File: src/design/tms_pkg.sv
// Package for the trimmed mean smoother: window geometry, derived widths,
// the reciprocal constant for the divide, and the controller command struct.
// Used by tms_ctrl, tms_datapath and trimmed_mean_smoother_unit.
package tms_pkg;

  // Window geometry and sample format.
  localparam int unsigned SAMPLE_W     = 24;
  localparam int unsigned WINDOW_DEPTH = 8;
  localparam int unsigned PTR_W        = (WINDOW_DEPTH > 1) ? $clog2(WINDOW_DEPTH) : 1;

  // The trimmed sum is divided by the count of entries that remain.
  localparam int unsigned DIVISOR = WINDOW_DEPTH - 2;
  localparam int unsigned HALF    = DIVISOR / 2;

  // Signed accumulator over the whole window, and the rounded magnitude.
  localparam int unsigned ACC_W = SAMPLE_W + $clog2(WINDOW_DEPTH) + 1;
  localparam int unsigned MAG_W = ACC_W - 1;

  // Reciprocal for the divide: quotient = (mag * RECIP) >> SHIFT, which is
  // at most one below the true quotient, so one correction step suffices.
  localparam int unsigned SHIFT   = MAG_W;
  localparam int unsigned RECIP_W = MAG_W + 1;
  localparam longint unsigned RECIP_VAL = (64'd1 << SHIFT) / DIVISOR;

  // Commands from the controller to the datapath.
  typedef struct packed {
    logic             load;   // Input transfer: advance pointer, write ring.
    logic             scan;   // Accumulate one ring entry, track min and max.
    logic             first;  // First entry of the scan: initialize.
    logic [PTR_W-1:0] idx;    // Ring entry being scanned.
    logic             trim;   // Remove the maximum and minimum from the sum.
    logic             round;  // Take magnitude and add the rounding half.
    logic             mul1;   // Multiply by the reciprocal.
    logic             mul2;   // Multiply the estimate back by the divisor.
    logic             fix;    // Correct the quotient and load the result.
  } tms_cmd_t;

endpackage

File: src/design/tms_ctrl.sv
// Controller for the trimmed mean smoother: one-hot state machine, scan
// counter and output valid flag. Drives tms_datapath through tms_cmd_t.
// Depends on tms_pkg.
module tms_ctrl (
  input  logic              clk_i,
  input  logic              rst_ni,
  input  logic              in_valid_i,
  output logic              in_ready_o,
  output logic              out_valid_o,
  input  logic              out_ready_i,
  output tms_pkg::tms_cmd_t cmd_o
);
  import tms_pkg::*;

  typedef enum logic [6:0] {
    ST_IDLE  = 7'b0000001,
    ST_SCAN  = 7'b0000010,
    ST_TRIM  = 7'b0000100,
    ST_ROUND = 7'b0001000,
    ST_MUL1  = 7'b0010000,
    ST_MUL2  = 7'b0100000,
    ST_FIX   = 7'b1000000
  } state_e;

  state_e           state_q, state_d;
  logic [PTR_W-1:0] idx_q, idx_d;
  logic             out_valid_q, out_valid_d;
  logic             load;
  logic             out_free;

  assign in_ready_o  = (state_q == ST_IDLE);
  assign load        = in_valid_i && in_ready_o;
  assign out_free    = !out_valid_q || out_ready_i;
  assign out_valid_o = out_valid_q;

  // Next state, scan counter and output valid.
  always_comb begin
    state_d     = state_q;
    idx_d       = idx_q;
    out_valid_d = out_valid_q;
    if (out_valid_q && out_ready_i) begin
      out_valid_d = 1'b0;
    end
    unique case (state_q)
      ST_IDLE: begin
        if (load) begin
          state_d = ST_SCAN;
          idx_d   = '0;
        end
      end
      ST_SCAN: begin
        if (idx_q == PTR_W'(WINDOW_DEPTH - 1)) begin
          state_d = ST_TRIM;
        end else begin
          idx_d = idx_q + 1'b1;
        end
      end
      ST_TRIM:  state_d = ST_ROUND;
      ST_ROUND: state_d = ST_MUL1;
      ST_MUL1:  state_d = ST_MUL2;
      ST_MUL2:  state_d = ST_FIX;
      ST_FIX: begin
        // Hold here until the output register is free.
        if (out_free) begin
          out_valid_d = 1'b1;
          state_d     = ST_IDLE;
        end
      end
      default: state_d = ST_IDLE;
    endcase
  end

  // Commands to the datapath.
  always_comb begin
    cmd_o       = '0;
    cmd_o.load  = load;
    cmd_o.scan  = (state_q == ST_SCAN);
    cmd_o.first = (idx_q == '0);
    cmd_o.idx   = idx_q;
    cmd_o.trim  = (state_q == ST_TRIM);
    cmd_o.round = (state_q == ST_ROUND);
    cmd_o.mul1  = (state_q == ST_MUL1);
    cmd_o.mul2  = (state_q == ST_MUL2);
    cmd_o.fix   = (state_q == ST_FIX) && out_free;
  end

  // Control registers.
  always_ff @(posedge clk_i or negedge rst_ni) begin
    if (!rst_ni) begin
      state_q     <= ST_IDLE;
      idx_q       <= '0;
      out_valid_q <= 1'b0;
    end else begin
      state_q     <= state_d;
      idx_q       <= idx_d;
      out_valid_q <= out_valid_d;
    end
  end

endmodule

File: src/design/tms_datapath.sv
// Datapath for the trimmed mean smoother: sample ring, write pointer,
// accumulator with min and max tracking, reciprocal divide and result register.
// Depends on tms_pkg; sequenced by tms_ctrl.
module tms_datapath (
  input  logic                                clk_i,
  input  logic                                rst_ni,
  input  tms_pkg::tms_cmd_t                   cmd_i,
  input  logic signed [tms_pkg::SAMPLE_W-1:0] sample_i,
  output logic signed [tms_pkg::SAMPLE_W-1:0] smoothed_o
);
  import tms_pkg::*;

  localparam logic [RECIP_W-1:0] RECIP_M = RECIP_W'(RECIP_VAL);
  localparam logic [MAG_W-1:0]   DIV_M   = MAG_W'(DIVISOR);
  localparam logic [MAG_W-1:0]   HALF_M  = MAG_W'(HALF);

  logic signed [SAMPLE_W-1:0] ring_q [WINDOW_DEPTH];
  logic [PTR_W-1:0]           ptr_q, ptr_next;
  logic signed [ACC_W-1:0]    acc_q;
  logic signed [SAMPLE_W-1:0] lo_q, hi_q;
  logic signed [SAMPLE_W-1:0] entry;
  logic                       neg_q;
  logic [MAG_W-1:0]           mag_q, quo_q, rem_q;
  logic [ACC_W-1:0]           abs_v;
  logic [MAG_W+RECIP_W-1:0]   prod;
  logic [MAG_W-1:0]           quo_fix;
  logic [MAG_W-1:0]           res_v;
  logic signed [SAMPLE_W-1:0] smoothed_q;

  // Pointer wraps at the window depth.
  assign ptr_next = (ptr_q == PTR_W'(WINDOW_DEPTH - 1)) ? '0 : ptr_q + 1'b1;
  assign entry    = ring_q[cmd_i.idx];

  // Ring and pointer: the new sample goes to the slot after the pointer.
  always_ff @(posedge clk_i or negedge rst_ni) begin
    if (!rst_ni) begin
      ptr_q <= '0;
      for (int k = 0; k < WINDOW_DEPTH; k++) begin
        ring_q[k] <= '0;
      end
    end else if (cmd_i.load) begin
      ptr_q            <= ptr_next;
      ring_q[ptr_next] <= sample_i;
    end
  end

  // Arithmetic helpers for the rounding, divide and correction steps.
  assign abs_v   = acc_q[ACC_W-1] ? -acc_q : acc_q;
  assign prod    = mag_q * RECIP_M;
  assign quo_fix = quo_q + MAG_W'(rem_q >= DIV_M);
  assign res_v   = neg_q ? -quo_fix : quo_fix;

  // Sequenced datapath registers.
  always_ff @(posedge clk_i) begin
    if (cmd_i.scan) begin
      if (cmd_i.first) begin
        acc_q <= ACC_W'(entry);
        lo_q  <= entry;
        hi_q  <= entry;
      end else begin
        acc_q <= acc_q + ACC_W'(entry);
        if (entry < lo_q) begin
          lo_q <= entry;
        end
        if (entry > hi_q) begin
          hi_q <= entry;
        end
      end
    end
    if (cmd_i.trim) begin
      acc_q <= acc_q - ACC_W'(hi_q) - ACC_W'(lo_q);
    end
    // Round half away from zero on the magnitude.
    if (cmd_i.round) begin
      neg_q <= acc_q[ACC_W-1];
      mag_q <= abs_v[MAG_W-1:0] + HALF_M;
    end
    if (cmd_i.mul1) begin
      quo_q <= prod[SHIFT +: MAG_W];
    end
    if (cmd_i.mul2) begin
      rem_q <= mag_q - MAG_W'(quo_q * DIV_M);
    end
    if (cmd_i.fix) begin
      smoothed_q <= res_v[SAMPLE_W-1:0];
    end
  end

  assign smoothed_o = smoothed_q;

endmodule

File: src/design/trimmed_mean_smoother_unit.sv
// Trimmed mean smoother: an eight-entry moving average of signed 24-bit
// samples that leaves out one largest and one smallest entry and rounds
// half away from zero.
//
// Channels: the input channel (in_valid_i, in_ready_o, sample_i) takes one
// sample per transfer; the output channel (out_valid_o, out_ready_i,
// smoothed_o) gives exactly one result per input sample, in order.
// Each sample passes through the scan, which reads the ring one entry per
// cycle through a single adder and min/max comparator, followed by trim,
// round, two multiply steps and the quotient correction; a new sample is
// taken only once the previous one has left the final step.
// Reset clears the ring and the write pointer to zero, so the first results
// average in the zero entries; no result is pending after reset.
// A stalled receiver holds the result in the output register; the next
// sample is still taken and processed, and its result waits in the final
// step until the output register is free.
// Depends on tms_pkg, tms_ctrl and tms_datapath.
module trimmed_mean_smoother_unit (
  input  logic                                clk_i,
  input  logic                                rst_ni,
  input  logic                                in_valid_i,
  output logic                                in_ready_o,
  input  logic signed [tms_pkg::SAMPLE_W-1:0] sample_i,
  output logic                                out_valid_o,
  input  logic                                out_ready_i,
  output logic signed [tms_pkg::SAMPLE_W-1:0] smoothed_o
);
  import tms_pkg::*;

  tms_cmd_t cmd;

  // Controller.
  tms_ctrl u_ctrl (
    .clk_i       (clk_i),
    .rst_ni      (rst_ni),
    .in_valid_i  (in_valid_i),
    .in_ready_o  (in_ready_o),
    .out_valid_o (out_valid_o),
    .out_ready_i (out_ready_i),
    .cmd_o       (cmd)
  );

  // Datapath.
  tms_datapath u_datapath (
    .clk_i      (clk_i),
    .rst_ni     (rst_ni),
    .cmd_i      (cmd),
    .sample_i   (sample_i),
    .smoothed_o (smoothed_o)
  );

  // Only one processing step is commanded in any cycle.
  a_one_step: assert property (@(posedge clk_i) disable iff (!rst_ni)
    $onehot0({cmd.load, cmd.scan, cmd.trim, cmd.round, cmd.mul1, cmd.mul2, cmd.fix}))
    else $error("more than one datapath step commanded");

  // After an input transfer the block is busy in the next cycle.
  a_busy: assert property (@(posedge clk_i) disable iff (!rst_ni)
    (in_valid_i && in_ready_o) |=> !in_ready_o)
    else $error("input accepted twice in a row");

  // A new result appears only from the final correction step.
  a_result_src: assert property (@(posedge clk_i) disable iff (!rst_ni)
    $rose(out_valid_o) |-> $past(cmd.fix))
    else $error("output valid raised without a result load");

endmodule

File: config.mk
export PLATFORM = sky130hd
export DESIGN_NAME = trimmed_mean_smoother_unit
export DESIGN_NICKNAME = d
export VERILOG_FILES = /design/src/design/tms_pkg.sv /design/src/design/tms_ctrl.sv /design/src/design/tms_datapath.sv /design/src/design/trimmed_mean_smoother_unit.sv
export SDC_FILE = /design/constraint.sdc
export NUM_CORES = 2
export LEC_CHECK = 0
export BUFFER_PORTS_ARGS = -buffer_cell sky130_fd_sc_hd__buf_2
export CAP_MARGIN = 20
export CORE_UTILIZATION = 60
export CTS_CLUSTER_DIAMETER = 30
export DETAILED_ROUTE_END_ITERATION = 10
export PLACE_DENSITY = 0.87
export SLEW_MARGIN = 0
export SYNTH_ARGS = -nofsm -noshare
export SYNTH_HDL_FRONTEND = slang
export SYNTH_SLANG_ARGS = --single-unit
File: constraint.sdc
create_clock -name clk_i -period 19.3 [get_ports clk_i]
set_clock_uncertainty 0.2 [all_clocks]
set_input_delay 3.86 -clock clk_i [delete_from_list [all_inputs] [get_ports clk_i]]
set_output_delay 3.86 -clock clk_i [all_outputs]
set_load 0.02 [all_outputs]
# After elaboration in Yosys (flattened, before gate mapping)
# Cells that the tools add are included.
# classes
muxes	26
n_reduce_logical	15
n_lt_le_gt_ge	6
multipliers	2
eq_ne	13
n_bitwise	2
addsub	10
# ops
cell	n
bitwise mux 192 bit	1
two-way mux 24 bit	8
two-way mux 28 bit	3
binary-select mux 24 bit (select 3 bit)	1
demux 24 bit (select 3 bit)	1
subtractor 28 x 24 -> 28 bit	2
multiplier 27 x 25 -> 52 bit, second input constant	1
case mux 7 bit (7 select lines)	1
adder 28 x 24 -> 28 bit	1
adder 27 x 2 -> 27 bit, second input constant	1
greater-or-equal comparator 27 x 3 -> 1 bit, second input constant	1
two-way mux 27 bit	1
negator 27 bit	1
subtractor 27 bit	1
multiplier 25 x 2 -> 26 bit, second input constant	1
adder 24 x 1 -> 24 bit	1
> comparator 24 bit	1
< comparator 24 bit	1
negator 24 bit	1
two-way mux 7 bit	3
two-way mux 3 bit	3
greater-or-equal comparator 4 bit, second input constant	2
inverter 3 -> 4 bit	2
nonzero test 2 bit	4
other kinds (20)	31
# totals
reg_bits	386
out_inout_bits	26
elab_cells	94

# Logic depth before layout (Yosys ltp)
# depth
depth_word	8
ltp_mapped	24
mapped_depth_nobuf	24

# Modules after synthesis
# Synthesis repeated with hierarchy kept, for this count alone.
# unflattened
hier_cells	3154
hier_area_um2	34864.7
# by_module_without_submodules
mod	area_per_inst_um2	cells_per_inst	instances
tms_datapath	34172.8	3086	1
tms_ctrl	691.9	68	1

# Least setup slack after synthesis
# OpenSTA, ideal clock, no wires.
# synth_timing
path_type	register -> register
from	register u_datapath.mag_q[1]
to	register u_datapath.quo_q[10] (data pin)
stages_incl_launch_ff	23
t_required_ns	18.842
t_arrival_ns	6.390
path_slack_ns	12.452
period_less_slack_ns	6.848
path_cell_list	edfxtp_1 > ha_1 > xor2_1 > ha_1 > or2_2 > fa_1 > fa_1 > fa_1 > fa_1 > inv_1 > fa_1 > inv_1 > ha_1 > a21o_1 > a21o_1 > a21oi_1 > nand3_1 > a311oi_1 > nor2_1 > a31o_2 > a221o_1 > a21oi_1 > xnor2_1
# synth_between
elab_chain_len	1
# synth_lines
item	line	source
start, declared	tms_datapath.sv:23	logic [MAG_W-1:0] mag_q, quo_q, rem_q;
start signal, assigned	tms_datapath.sv:76	mag_q <= abs_v[MAG_W-1:0] + HALF_M;
multiplier 27 x 25 -> 52 bit	tms_datapath.sv:49	assign prod = mag_q * RECIP_M;
via u_datapath.prod[37]	tms_datapath.sv:25	logic [MAG_W+RECIP_W-1:0] prod;
end signal, assigned	tms_datapath.sv:79	quo_q <= prod[SHIFT +: MAG_W];
end, declared	tms_datapath.sv:23	
# The timed path passes the listed nets, and every way through them passes these cells.
# A chain may end at the register's enable or synchronous reset.

# Final worst setup path
# layout_timing
from	register u_datapath.mag_q[3]
to	register u_datapath.quo_q[19] (data pin)
# Same word-level chain as after synthesis.

==> flow_metrics.py <==
metrics = {
    "drt": {
        "top_layer": "met4",
        "wl_mm": 87.2,
        "via_count": 24446,
        "post_drt_wl_per_cell_um": 21.9,
        "wl_met3_mm": 5.86,
        "viasPerCell": 6.14,
        "detail_route.iter0.violations": 1921,
        "dr.pass1.iters": 9,
        "remaining_drc_errors": 2,
        "ant_nets": 0,
        "met1Wirelength_mm": 33.0,
        "wl_met2_mm": 43.5,
    },
    "timing": {
        "period_needed_ns": 8.03,
        "fin_setup_tns_ns": 0,
        "timing.final.ws_setup_ns": 11.27,
        "maxSlewHeadroom": 0.320,
        "fmax_mhz": 124,
        "worst_pin_slew_ns": 1.02,
        "setup_violations": 0,
        "slew_violations": 0,
        "hold_viol": 0,
        "post-route-period-util": 0.416,
        "rsz0062_at_grt": "false",
    },
    "clocking": {
        "cts_root_buf": "clkbuf_16",
        "ctsResizeCount": 0,
        "cts_buffers": 83,
        "hold_buffers": 0,
        "clock_latency_ns": 0.67,
        "cts_tree": "yes",
        "postCtsSetupBuffers": 0,
        "htree_num_levels": 3,
        "clockBufferDepth": 3,
        "cts.sinks": 385,
        "clk_pin_slew_ns": 0.05,
    },
    "floorplanning": {
        "dieWidth_um": 241,
        "start_util": 0.607,
        "rows": 87,
        "die_y_um": 241,
        "pin_count": 54,
        "placeableCoreArea_sq_um": 56400,
        "die_area_sq_um": 58000,
    },
    "logic_synthesis": {
        "synth_edf_count": 179,
        "yosysWarningCount": 0,
        "postSynthRegisterBits": 385,
        "yosysSeqAreaShare": 0.308,
        "async_reset_ff_frac": 0.535,
        "postSynthCellCount": 3066,
        "syn_nets": 3775,
        "synth_area_sq_um": 34200,
        "ys_types": 86,
        "synth_flop_cell": "dfrtp_1",
        "syn_avg_cell_area_sq_um": 11.2,
    },
    "critical_path": {
        "arrival_ns": 8.19,
        "crit_required_ns": 19.46,
        "cp_max_fo": 6,
        "rrSetupSlack_ns": 11.27,
        "path_class": "reg2reg",
        "setup.worst_path.start_class": "flop",
        "cp-end-kind": "flop",
    },
    "run": {
        "drv_cap": 0,
    },
    "run_status": {
        "violations": "DRC",
        "outcome": "complete, but fails checks",
    },
    "global_route": {
        "antenna_found_initial": 0,
        "overflow": 0,
        "grt_pass1_vias": 26180,
        "grt_max_degree": 133,
        "grt_pass1_wl_mm": 138,
        "grt_usage": 0.310,
    },
    "hold_path": {
        "hp-class": "reg2reg",
    },
    "cells_and_area": {
        "diodes": 0,
        "syn2layout_area_growth_pct": 12.0,
        "nets": 3866,
        "drive_gt1_frac": 0.162,
    },
    "power_and_ir_drop": {
        "peakVddDrop_mv": 0.144,
        "cellLeakagePower_uw": 0.0177,
        "finalPower_uw": 5270,
        "power.density_nw_per_um2": 137,
    },
    "placed_design": {
        "pre_cts_ws_ns": 11.36,
        "hpwl_mm": 63.9,
        "gp_congestion": 1.03,
        "portBuffers": 53,
    },
}
worst max-delay path, cell delays in order, from the launching register on:
cell and delay (ns):
edfxtp_1 0.54, ha_1 0.43, xor2_1 0.21, ha_1 0.20, or2_2 0.31, fa_1 0.51, fa_1 0.53, fa_1 0.53
fa_1 0.55, inv_1 0.06, fa_1 0.55, inv_1 0.06, ha_1 0.33, a21o_1 0.17, a21o_1 0.16, a21oi_1 0.23
nand3_1 0.10, a311oi_1 0.75, o311ai_0 0.46, a41oi_1 0.42, o21bai_1 0.14, a21oi_1 0.21, xnor2_1 0.09
logic make-up after synthesis:
logic type	count (synthesis)	share of synthesized area
xor gates and xnor gates	211	0.0540
adders and majority gates	681	0.304
muxes	277	0.107
AOI/OAI and AO/OA	517	0.0988
and+or+nand+nor	474	0.0708
buffers and inverters	521	0.0574
DFF	385	0.308
synthesized netlist by cell type, types with 74 or more instances:
cell type | number | area, sq um
fa_1 | 252 | 5040
a21o_1 | 74 | 556
nor2_1 | 95 | 357
mux2_2 | 219 | 2470
dfrtp_1 | 205 | 5130
o21ai_0 | 90 | 450
xnor2_1 | 124 | 1090
nand2_1 | 127 | 477
xor2_1 | 87 | 762
edfxtp_1 | 179 | 5380
inv_1 | 449 | 1690
a21oi_1 | 152 | 761
ha_1 | 429 | 5370
power breakdown:
part | internal, uW | switching (uW) | total, uW
clock | 916 | 508 | 1420
sequential | 1190 | 184 | 1370
combinational | 1100 | 1370 | 2470
total | 3210 | 2060 | 5270
worst paths after layout:
kind	start	endpoint	cells after the start
min reg2reg	u_datapath.ptr_q[2]$_DFFE_PN0P_	u_datapath.ptr_q[2]$_DFFE_PN0P_	1
max reg2reg	u_datapath.mag_q[3]$_DFFE_PP_	u_datapath.quo_q[19]$_DFFE_PN_	22
max	u_datapath.mag_q[3]$_DFFE_PP_	u_datapath.quo_q[19]$_DFFE_PN_	22
max in group asynchronous	rst_ni	u_ctrl.idx_q[0]$_DFFE_PN0P_	3
min	u_datapath.ptr_q[2]$_DFFE_PN0P_	u_datapath.ptr_q[2]$_DFFE_PN0P_	1
min in group asynchronous	rst_ni	u_datapath.ring_q[41]$_DFFE_PN0P_	1
sequential cells by signal, indices dropped and copies added (netlist names):
| register | cells |
|---|---|
| u_datapath.lo_q | 24 |
| u_datapath.ptr_q | 3 |
| u_datapath.quo_q | 25 |
| u_datapath.mag_q | 27 |
| u_datapath.ring_q | 192 |
| u_datapath.smoothed_o | 24 |
| u_ctrl.state_q | 7 |
| u_datapath.acc_q | 28 |
| u_ctrl.out_valid_o | 1 |
| u_datapath.hi_q | 24 |
| u_datapath.rem_q | 26 |
| u_ctrl.idx_q | 3 |
| u_datapath.neg_q | 1 |
stage by stage:
step                       util  instances  area, sq um  hold slack, ns
after floorplan               -       3066        34200           0.224
after global placement    0.628       3827        35400           0.272
after detailed placement  0.628       3827        35400           0.283
after CTS                 0.679       3980        38300           0.299
after global routing      0.679       3981        38300           0.303
final                     0.679       3981        38300           0.296
layer usage:
metal,global-route usage,vias up
met5,0,-
li1,-,10975
met1,0.368,12108
met3,0.0582,310
met4,0.170,0
met2,0.533,1053
final cells by class:
class / count / area, sq um
multi-input cells: 2160 / 21800
fillers: 3955 / 18100
flip-flops and latches: 385 / 10500
clock buffers: 98 / 2220
inverters: 449 / 1690
well taps: 756 / 946
clock inverters: 55 / 676
repair buffers: 78 / 482
layout by cell type, fill, tap and decap left out, types with 22 or more instances in the layout:
master / count
clkbuf_16: 85
o21ai_0: 90
buf_2: 52
mux4_2: 48
nand3_1: 46
edfxtp_1: 179
nand2b_1: 24
fa_1: 252
nor2_1: 93
ha_1: 429
xnor2_1: 124
o21a_1: 25
a211oi_1: 26
a21oi_1: 151
a21o_1: 74
mux2_2: 219
dfrtp_1: 203
nor3_1: 23
inv_1: 449
xor2_1: 87
nand4_1: 22
or3_1: 23
nand2_1: 127
buf_4: 24
nor2b_1: 24
Power figures use the tool's default switching activity.
